**config.mk**
```make
export PLATFORM = sky130hd
export DESIGN_NAME = keyed_top_n_ranking_table_core_flat
export DESIGN_NICKNAME = d
export VERILOG_FILES = /design/src/rtl/ktnrt_pkg.sv /design/src/rtl/ktnrt_if.sv /design/src/rtl/ktnrt_slot_mem.sv /design/src/rtl/ktnrt_cmp.sv /design/src/rtl/keyed_top_n_ranking_table_core.sv /design/src/flat_wrapper.sv
export SDC_FILE = /design/constraint.sdc
export NUM_CORES = 2
export LEC_CHECK = 0
export ABC_AREA = 1
export BUFFER_PORTS_ARGS = -buffer_cell sky130_fd_sc_hd__buf_4
export CAP_MARGIN = 10
export CORE_MARGIN = 2
export CORE_UTILIZATION = 50
export CTS_CLUSTER_SIZE = 30
export DETAILED_ROUTE_END_ITERATION = 16
export HOLD_SLACK_MARGIN = 0.05
export PLACE_DENSITY = 0.65
export SETUP_SLACK_MARGIN = 0.3
export SYNTH_ARGS = -nofsm -noshare
export SYNTH_HDL_FRONTEND = slang
export SYNTH_SLANG_ARGS = --single-unit
export TNS_END_PERCENT = 10
```
**constraint.sdc**
```tcl
create_clock -name clk_i -period 13.5 [get_ports clk_i]
set_clock_uncertainty 0.1 [all_clocks]
set_input_delay 1.35 -clock clk_i [delete_from_list [all_inputs] [get_ports clk_i]]
set_output_delay 1.35 -clock clk_i [all_outputs]
set_load 0.02 [all_outputs]
```
**src/rtl/ktnrt_pkg.sv**
```systemverilog
// ----------------------------------------------------------------------------
// ktnrt_pkg: shared types for the keyed top-N ranking table
// Slot layout, field widths and the compare unit's result flags.
// ----------------------------------------------------------------------------
package ktnrt_pkg;

  localparam int unsigned KeyW   = 16;
  localparam int unsigned ValueW = 63;
  localparam int unsigned PayW   = 32;
  localparam int unsigned RankW  = 5;
  localparam int unsigned RdRankW = 4;

  // one table slot as stored in the slot memory
  typedef struct packed {
    logic [KeyW-1:0]   key;
    logic [ValueW-1:0] value;
    logic [PayW-1:0]   payload;
  } slot_t;

  // flags from the shared compare unit
  typedef struct packed {
    logic key_eq;  // submitted key equals slot key
    logic val_ge;  // submitted value is not lower than slot value
  } cmp_t;

endpackage

```
**src/rtl/ktnrt_if.sv**
```systemverilog
// ----------------------------------------------------------------------------
// ktnrt channel interfaces
// Valid/ready channels for submit/read requests and for their results.
// ----------------------------------------------------------------------------
interface ktnrt_in_if;
  logic        valid;
  logic        ready;
  logic        operation;
  logic [15:0] key_id;
  logic [62:0] score_value;
  logic [31:0] payload;
  logic [3:0]  read_rank;

  modport source (output valid, operation, key_id, score_value, payload, read_rank,
                  input ready);
  modport sink (input valid, operation, key_id, score_value, payload, read_rank,
                output ready);
endinterface

interface ktnrt_out_if;
  logic        valid;
  logic        ready;
  logic [4:0]  new_rank;
  logic [4:0]  previous_rank;
  logic [62:0] previous_value;
  logic        entry_valid;
  logic [15:0] entry_key;
  logic [62:0] entry_value;
  logic [31:0] entry_payload;

  modport source (output valid, new_rank, previous_rank, previous_value, entry_valid,
                  entry_key, entry_value, entry_payload, input ready);
  modport sink (input valid, new_rank, previous_rank, previous_value, entry_valid,
                entry_key, entry_value, entry_payload, output ready);
endinterface

```
**src/rtl/ktnrt_slot_mem.sv**
```systemverilog
// ----------------------------------------------------------------------------
// ktnrt_slot_mem: slot storage
// One write port, one read port with registered read data.
// ----------------------------------------------------------------------------
module ktnrt_slot_mem #(
  parameter int unsigned Depth = 16,
  parameter int unsigned AddrW = $clog2(Depth)
) (
  input  logic               clk_i,
  input  logic               wr_en_i,
  input  logic [AddrW-1:0]   wr_addr_i,
  input  ktnrt_pkg::slot_t   wr_data_i,
  input  logic [AddrW-1:0]   rd_addr_i,
  output ktnrt_pkg::slot_t   rd_data_o
);
  import ktnrt_pkg::*;

  slot_t mem_q [Depth];
  slot_t rd_data_q;

  always_ff @(posedge clk_i) begin
    if (wr_en_i) begin
      mem_q[wr_addr_i] <= wr_data_i;
    end
    rd_data_q <= mem_q[rd_addr_i];
  end

  assign rd_data_o = rd_data_q;

endmodule

```
**src/rtl/ktnrt_cmp.sv**
```systemverilog
// ----------------------------------------------------------------------------
// ktnrt_cmp: shared compare unit
// Key equality and value order of the submitted item against one slot.
// ----------------------------------------------------------------------------
module ktnrt_cmp (
  input  logic [ktnrt_pkg::KeyW-1:0]   new_key_i,
  input  logic [ktnrt_pkg::ValueW-1:0] new_value_i,
  input  ktnrt_pkg::slot_t             slot_i,
  output ktnrt_pkg::cmp_t              cmp_o
);
  import ktnrt_pkg::*;

  assign cmp_o.key_eq = (new_key_i == slot_i.key);
  assign cmp_o.val_ge = (new_value_i >= slot_i.value);

endmodule

```
**src/rtl/keyed_top_n_ranking_table_core.sv**
```systemverilog
// ----------------------------------------------------------------------------
// keyed_top_n_ranking_table_core: keyed top-N ranking table
// Holds the best TABLE_DEPTH (key, value, payload) entries in falling value
// order, one per key; submits update the table, reads return one rank.
// ----------------------------------------------------------------------------
//
//  channel   | dir | handshake      | transaction
//  ----------+-----+----------------+------------------------------------------
//  item_i    | in  | valid / ready  | submit (operation 0) or read (operation 1)
//  result_o  | out | valid / ready  | one result per accepted request
//
//  Steps: a read goes through S_READ and S_DONE to the output register. A submit
//  scans the keys one slot at a time, moves the lower slots down one at a time
//  as the new entry moves up, then writes it. The single read port of the slot
//  memory and the single compare unit make the scan and the move serial.
//  Reset: clears the fill count and control state; the table is empty after
//  reset, with no clearing pass. Stalls: item_i.ready is high only while no
//  request is in work; a result waiting on result_o does not block the next
//  request, but a finished request holds until the output register is free.
//
module keyed_top_n_ranking_table_core #(
  parameter int unsigned TABLE_DEPTH = 16
) (
  input  logic clk_i,
  input  logic rst_ni,
  ktnrt_in_if.sink    item_i,
  ktnrt_out_if.source result_o
);
  import ktnrt_pkg::*;

  localparam int unsigned AW   = $clog2(TABLE_DEPTH);
  localparam int unsigned CW   = $clog2(TABLE_DEPTH + 1);
  localparam int unsigned CMPW = (CW > RdRankW) ? CW : RdRankW;
  localparam int unsigned RW   = ((AW + 1) > RankW) ? (AW + 1) : RankW;

  typedef enum logic [5:0] {
    S_IDLE   = 6'b000001,
    S_SCAN   = 6'b000010,
    S_BUBBLE = 6'b000100,
    S_WRITE  = 6'b001000,
    S_READ   = 6'b010000,
    S_DONE   = 6'b100000
  } state_e;

  typedef struct packed {
    logic [RankW-1:0]  new_rank;
    logic [RankW-1:0]  previous_rank;
    logic [ValueW-1:0] previous_value;
    logic              entry_valid;
    logic [KeyW-1:0]   entry_key;
    logic [ValueW-1:0] entry_value;
    logic [PayW-1:0]   entry_payload;
  } res_t;

  // one-based rank of a slot position, wrapped to the rank field
  function automatic logic [RankW-1:0] to_rank(logic [AW-1:0] pos);
    logic [RW-1:0] sum;
    sum = RW'(pos) + RW'(1);
    return sum[RankW-1:0];
  endfunction

  state_e            state_q, state_d;
  logic [CW-1:0]     count_q, count_d;
  logic [AW-1:0]     pos_q, pos_d;
  logic              rd_hit_q, rd_hit_d;
  logic [KeyW-1:0]   key_q, key_d;
  logic [ValueW-1:0] val_q, val_d;
  logic [PayW-1:0]   pay_q, pay_d;
  res_t              res_q, res_d;
  res_t              out_q, out_d;
  logic              out_valid_q, out_valid_d;

  logic              wr_en;
  logic [AW-1:0]     wr_addr;
  slot_t             wr_data;
  logic [AW-1:0]     rd_addr;
  slot_t             rd_data;
  cmp_t              cmp;

  logic              in_fire;
  logic              out_free;
  logic [CMPW-1:0]   rank_w;
  logic [CW-1:0]     idx_inc;
  logic              table_full;

  ktnrt_slot_mem #(
    .Depth (TABLE_DEPTH),
    .AddrW (AW)
  ) u_mem (
    .clk_i     (clk_i),
    .wr_en_i   (wr_en),
    .wr_addr_i (wr_addr),
    .wr_data_i (wr_data),
    .rd_addr_i (rd_addr),
    .rd_data_o (rd_data)
  );

  ktnrt_cmp u_cmp (
    .new_key_i   (key_q),
    .new_value_i (val_q),
    .slot_i      (rd_data),
    .cmp_o       (cmp)
  );

  assign item_i.ready = (state_q == S_IDLE);
  assign in_fire      = item_i.valid && item_i.ready;
  assign out_free     = !out_valid_q || result_o.ready;
  assign rank_w       = CMPW'(item_i.read_rank);
  assign idx_inc      = CW'(pos_q) + CW'(1);
  assign table_full   = (count_q == CW'(TABLE_DEPTH));

  always_comb begin
    state_d     = state_q;
    count_d     = count_q;
    pos_d       = pos_q;
    rd_hit_d    = rd_hit_q;
    key_d       = key_q;
    val_d       = val_q;
    pay_d       = pay_q;
    res_d       = res_q;
    out_d       = out_q;
    out_valid_d = out_valid_q;
    wr_en       = 1'b0;
    wr_addr     = pos_q;
    wr_data     = '{key: key_q, value: val_q, payload: pay_q};
    rd_addr     = pos_q;

    // drop the output transaction once taken
    if (out_valid_q && result_o.ready) begin
      out_valid_d = 1'b0;
    end

    case (state_q)
      S_IDLE: begin
        if (in_fire) begin
          key_d = item_i.key_id;
          val_d = item_i.score_value;
          pay_d = item_i.payload;
          res_d = '0;
          if (item_i.operation) begin
            // rank beyond the fill count or the depth reads as empty
            rd_hit_d = (rank_w < CMPW'(count_q));
            rd_addr  = rank_w[AW-1:0];
            state_d  = S_READ;
          end else if (count_q == '0) begin
            pos_d   = '0;
            count_d = CW'(1);
            state_d = S_WRITE;
          end else begin
            pos_d   = '0;
            rd_addr = '0;
            state_d = S_SCAN;
          end
        end
      end

      S_SCAN: begin
        // rd_data holds slot pos_q; valid slots always form a prefix
        if (cmp.key_eq) begin
          res_d.previous_rank  = to_rank(pos_q);
          res_d.previous_value = rd_data.value;
          if (cmp.val_ge) begin
            if (pos_q == '0) begin
              state_d = S_WRITE;
            end else begin
              rd_addr = pos_q - AW'(1);
              state_d = S_BUBBLE;
            end
          end else begin
            // not improved: keep the entry where it is
            res_d.new_rank = to_rank(pos_q);
            state_d        = S_DONE;
          end
        end else if (idx_inc == count_q) begin
          if (!table_full) begin
            // first free slot follows the last valid one
            pos_d   = count_q[AW-1:0];
            count_d = count_q + CW'(1);
            rd_addr = pos_q;
            state_d = S_BUBBLE;
          end else if (!cmp.val_ge) begin
            // lower than the last entry of a full table: leave it unchanged
            res_d.new_rank = '0;
            state_d        = S_DONE;
          end else begin
            // evict the last entry
            rd_addr = pos_q - AW'(1);
            state_d = S_BUBBLE;
          end
        end else begin
          pos_d   = idx_inc[AW-1:0];
          rd_addr = idx_inc[AW-1:0];
        end
      end

      S_BUBBLE: begin
        // rd_data holds slot pos_q - 1; move it down if not higher
        if (cmp.val_ge) begin
          wr_en   = 1'b1;
          wr_addr = pos_q;
          wr_data = rd_data;
          pos_d   = pos_q - AW'(1);
          if (pos_q == AW'(1)) begin
            state_d = S_WRITE;
          end else begin
            rd_addr = pos_q - AW'(2);
          end
        end else begin
          state_d = S_WRITE;
        end
      end

      S_WRITE: begin
        wr_en          = 1'b1;
        wr_addr        = pos_q;
        res_d.new_rank = to_rank(pos_q);
        state_d        = S_DONE;
      end

      S_READ: begin
        if (rd_hit_q) begin
          res_d.entry_valid   = 1'b1;
          res_d.entry_key     = rd_data.key;
          res_d.entry_value   = rd_data.value;
          res_d.entry_payload = rd_data.payload;
        end
        state_d = S_DONE;
      end

      S_DONE: begin
        // hold until the output register is free
        if (out_free) begin
          out_d       = res_q;
          out_valid_d = 1'b1;
          state_d     = S_IDLE;
        end
      end

      default: begin
        state_d = S_IDLE;
      end
    endcase
  end

  always_ff @(posedge clk_i or negedge rst_ni) begin
    if (!rst_ni) begin
      state_q     <= S_IDLE;
      count_q     <= '0;
      out_valid_q <= 1'b0;
    end else begin
      state_q     <= state_d;
      count_q     <= count_d;
      out_valid_q <= out_valid_d;
    end
  end

  always_ff @(posedge clk_i) begin
    pos_q    <= pos_d;
    rd_hit_q <= rd_hit_d;
    key_q    <= key_d;
    val_q    <= val_d;
    pay_q    <= pay_d;
    res_q    <= res_d;
    out_q    <= out_d;
  end

  assign result_o.valid          = out_valid_q;
  assign result_o.new_rank       = out_q.new_rank;
  assign result_o.previous_rank  = out_q.previous_rank;
  assign result_o.previous_value = out_q.previous_value;
  assign result_o.entry_valid    = out_q.entry_valid;
  assign result_o.entry_key      = out_q.entry_key;
  assign result_o.entry_value    = out_q.entry_value;
  assign result_o.entry_payload  = out_q.entry_payload;

endmodule

```
**src/flat_wrapper.sv**
```systemverilog
// flat-port wrapper written by rule: the top's interface ports become plain ports
module keyed_top_n_ranking_table_core_flat import ktnrt_pkg::*;
#(
  parameter int unsigned TABLE_DEPTH = 16
)
  (clk_i, rst_ni, item_i_valid, item_i_operation, item_i_key_id, item_i_score_value, item_i_payload, item_i_read_rank, item_i_ready, result_o_valid, result_o_new_rank, result_o_previous_rank, result_o_previous_value, result_o_entry_valid, result_o_entry_key, result_o_entry_value, result_o_entry_payload, result_o_ready);
  ktnrt_in_if item_i_i ();
  ktnrt_out_if result_o_i ();
  input  logic clk_i;
  input  logic rst_ni;
  input wire logic [$bits(item_i_i.valid)-1:0] item_i_valid;
  input wire logic [$bits(item_i_i.operation)-1:0] item_i_operation;
  input wire logic [$bits(item_i_i.key_id)-1:0] item_i_key_id;
  input wire logic [$bits(item_i_i.score_value)-1:0] item_i_score_value;
  input wire logic [$bits(item_i_i.payload)-1:0] item_i_payload;
  input wire logic [$bits(item_i_i.read_rank)-1:0] item_i_read_rank;
  output wire logic [$bits(item_i_i.ready)-1:0] item_i_ready;
  output wire logic [$bits(result_o_i.valid)-1:0] result_o_valid;
  output wire logic [$bits(result_o_i.new_rank)-1:0] result_o_new_rank;
  output wire logic [$bits(result_o_i.previous_rank)-1:0] result_o_previous_rank;
  output wire logic [$bits(result_o_i.previous_value)-1:0] result_o_previous_value;
  output wire logic [$bits(result_o_i.entry_valid)-1:0] result_o_entry_valid;
  output wire logic [$bits(result_o_i.entry_key)-1:0] result_o_entry_key;
  output wire logic [$bits(result_o_i.entry_value)-1:0] result_o_entry_value;
  output wire logic [$bits(result_o_i.entry_payload)-1:0] result_o_entry_payload;
  input wire logic [$bits(result_o_i.ready)-1:0] result_o_ready;
  assign item_i_i.valid = item_i_valid;
  assign item_i_i.operation = item_i_operation;
  assign item_i_i.key_id = item_i_key_id;
  assign item_i_i.score_value = item_i_score_value;
  assign item_i_i.payload = item_i_payload;
  assign item_i_i.read_rank = item_i_read_rank;
  assign item_i_ready = item_i_i.ready;
  assign result_o_valid = result_o_i.valid;
  assign result_o_new_rank = result_o_i.new_rank;
  assign result_o_previous_rank = result_o_i.previous_rank;
  assign result_o_previous_value = result_o_i.previous_value;
  assign result_o_entry_valid = result_o_i.entry_valid;
  assign result_o_entry_key = result_o_i.entry_key;
  assign result_o_entry_value = result_o_i.entry_value;
  assign result_o_entry_payload = result_o_i.entry_payload;
  assign result_o_i.ready = result_o_ready;
  keyed_top_n_ranking_table_core #(.TABLE_DEPTH(TABLE_DEPTH)) u_core (.clk_i(clk_i), .rst_ni(rst_ni), .item_i(item_i_i), .result_o(result_o_i));
endmodule
```
==> run metrics <==
Vias 70356; Final Setup Violations 0; sequential area share after synthesis 0.6892; PD cells 259.9 mW/mm2; GRT Total Usage 0.2624; final hold vios 0; Post-CTS Hold Fix Bufs 0; Worst-Margin Slew 1.347 ns; sequential cell area 0.07045 mm2; commonest non-fill, non-tap cell in the layout edfxtp_1; Critical Path End Type flip-flop; Initial Util 0.5042; TritonCTS clock tree built; Final period util 0.5315; Post-synth ARST share 0.005031; worst skew pair latency 0.90 ns; TNS Setup 0 ns; number of global-route vias before repair 68301; Die Ht 456.2 um; Setup crit start kind flip-flop; H-tree levels 4; root buf cell clkbuf_16; Inserted Clock Buffers 238; total power 29.88 mW; post-layout minimum cycle time 7.176 ns; Core Area 0.2027 mm2; Post-Route WL 278.2 mm; Synth Flop Type edfxtp_1; WL/cell 22.58 um; Remaining DRCs 0; area delta synth->final 12.46%; Max Slew Vio Count 0; row count 165; gr ovfl total 0; remaining antenna violation count 0; synth unique cells 48; #FFs+latches synth 2385; min-delay worst type input pin to asynchronous set/reset pin; CP max FO 222; DRT Pass-1 Iters 8; Multi-input gate area 0.02182 mm2; die area 0.2081 mm2; syn nets 9475; non-filler cells, final 12321; Reg clk slew, reported paths 0.06 ns; Gate Count Post-Synth 9280; DP Worst Slack 6.479 ns; status complete, no violations; Inst Count DP 11866; 1st-iter DRT viols 8148; Critical Path RT 14.13 ns; Max rail drop VDD 0.5093 mV; synthesized area per cell 11.02 um2; share of cells above drive strength 1 0.09654; Finished Cell Area 0.1150 mm2; RSZ-0062 raised after global routing false; fill count 16642; final worst-path setup slack 6.324 ns; HPWL Detailed 141.1 mm; routability congestion estimate from global placement 0.8454; DP Area 0.1072 mm2; buffers added on ports 306; Pleak 47.97 nW; crit path DAT 7.80 ns; Finished Core Util 0.5670; most frequent cells in the layout edfxtp_1 (2262), inv_1 (1964), nand3_1 (1582), nand2_1 (1251), nand4_1 (900); Post-Synthesis Cell Area 0.1022 mm2; Max Fclk 139.4 MHz; io pins 307; Post CTS Setup Buffer Count 0; nets@finish 9630; floorplan die width 456.2 um; yosys warns 0; CTS-repair resized insts 0; Max Cap Violations 0; first-pass GRT wire length 418.7 mm; Vias/cell 5.710; max_slew headroom 0.1020; Min Hold Slack 0.2006 ns; largest net degree at the start of global routing 223; TritonCTS Sinks 2385; EDFF count, synth 2262; Setup CP Type flip-flop to flip-flop; initial antenna violation count 10; Longest Clk Path Bufs 3
## where the power goes
group	switching [mW]	total (mW)	internal [mW]
registers	0.234	9.55	9.32
clock network	2.84	6.55	3.71
logic	10.0	13.8	3.76
## final cells by class
| cell class | count | area share |
|---|---|---|
| sequential | 2385 | 0.6128 |
| multi-input combinational | 4307 | 0.1898 |
| inverter | 1977 | 0.06470 |
| clock buffer | 321 | 0.05662 |
| timing repair buffer | 526 | 0.03601 |
| tap | 2672 | 0.02908 |
| clock inverter | 128 | 0.01086 |
| antenna | 5 | 0.0001088 |
## worst max-delay path: stages, from the launching register on
cell	delay [ns]
edfxtp_1	0.39
ha_1	0.32
nand2_1	0.07
nor2_1	0.83
nand2_1	0.12
nand2_1	0.21
nand2_1	0.17
a21oi_1	0.20
nor2_2	0.09
nand2_4	0.20
nand3_1	0.11
nand3_1	0.20
nand2_8	0.42
nand3_4	0.70
buf_4	0.93
buf_12	0.64
nand2_1	0.14
nand3_1	0.14
nand3_1	0.09
nand3_1	0.11
nand2_1	0.19
## state kept, by name, indices dropped and copies added (netlist names), 16 cells and up
signal and flops:
u_core.result_o.entry_value 63, u_core.pay_q 32, u_core.result_o.previous_value 63, u_core.res_q 185, u_core.result_o.entry_payload 32, u_core.key_q 16, u_core.val_q 63, u_core.u_mem.rd_data_o 111
u_core.result_o.entry_key 16, u_core.u_mem.mem_q 1776
## logic make-up after synthesis
| kind of cell | after synthesis | synth area share |
|---|---|---|
| XOR/XNOR | 18 | 0.001542 |
| buffers and inverters | 2588 | 0.09964 |
| AO/OA/AOI/OAI | 192 | 0.01015 |
| AND/OR/NAND/NOR | 4022 | 0.1903 |
| adder cells (fa/ha/maj) | 75 | 0.009180 |
| flip-flops | 2385 | 0.6892 |
## cell usage after synthesis (all sizes together), types with 2 or more instances
cell type / instances / area, um2
a31oi: 3 / 25.02
a32o: 2 / 20.02
and2: 3 / 18.77
dfxtp: 111 / 2222
nor2: 253 / 962.2
a21o: 2 / 15.01
xnor2: 12 / 105.1
o21ai: 135 / 683.2
xor2: 6 / 52.55
clkbuf: 306 / 1149
nand3: 1584 / 7933
o22ai: 6 / 37.54
nand3b: 2 / 15.01
inv: 1976 / 7417
or2: 4 / 25.02
a221oi: 2 / 17.52
nor4: 5 / 46.29
edfxtp: 2262 / 67930
nor3: 11 / 55.05
nand2: 1258 / 4747
buf: 305 / 1617
nand4: 901 / 5643
a21oi: 37 / 200.2
ha: 75 / 938.4
dfrtp: 11 / 275.3
## path summary, 6_finish.rpt
| path | startpoint | end | slack (ns) | depth (start not counted) |
|---|---|---|---|---|
| setup / recovery | u_core.val_q[38] | u_core.u_mem.rd_data_o[91] | 6.32 | 20 |
| hold / removal | rst_ni | u_core.result_o.valid | 0.20 | 1 |
| setup reg to reg | u_core.val_q[38] | u_core.u_mem.rd_data_o[91] | 6.32 | 20 |
| hold reg to reg | u_core.res_q[17] | u_core.result_o.entry_payload[17] | 0.31 | 0 |
| max in group asynchronous | rst_ni | u_core.state_q[0] | 12.87 | 1 |
| min in group clk_i | u_core.res_q[17] | u_core.result_o.entry_payload[17] | 0.31 | 0 |
## routing by layer
layer	GRT usage	part of all wire	vias to the layer above
met5	0	0.000083	-
met4	0.1100	0.040	4
met3	0.03768	0.084	609
met2	0.4218	0.47	3482
met1	0.3592	0.41	34354
li1	-	-	31907
Power figures use the tool's default switching activity.
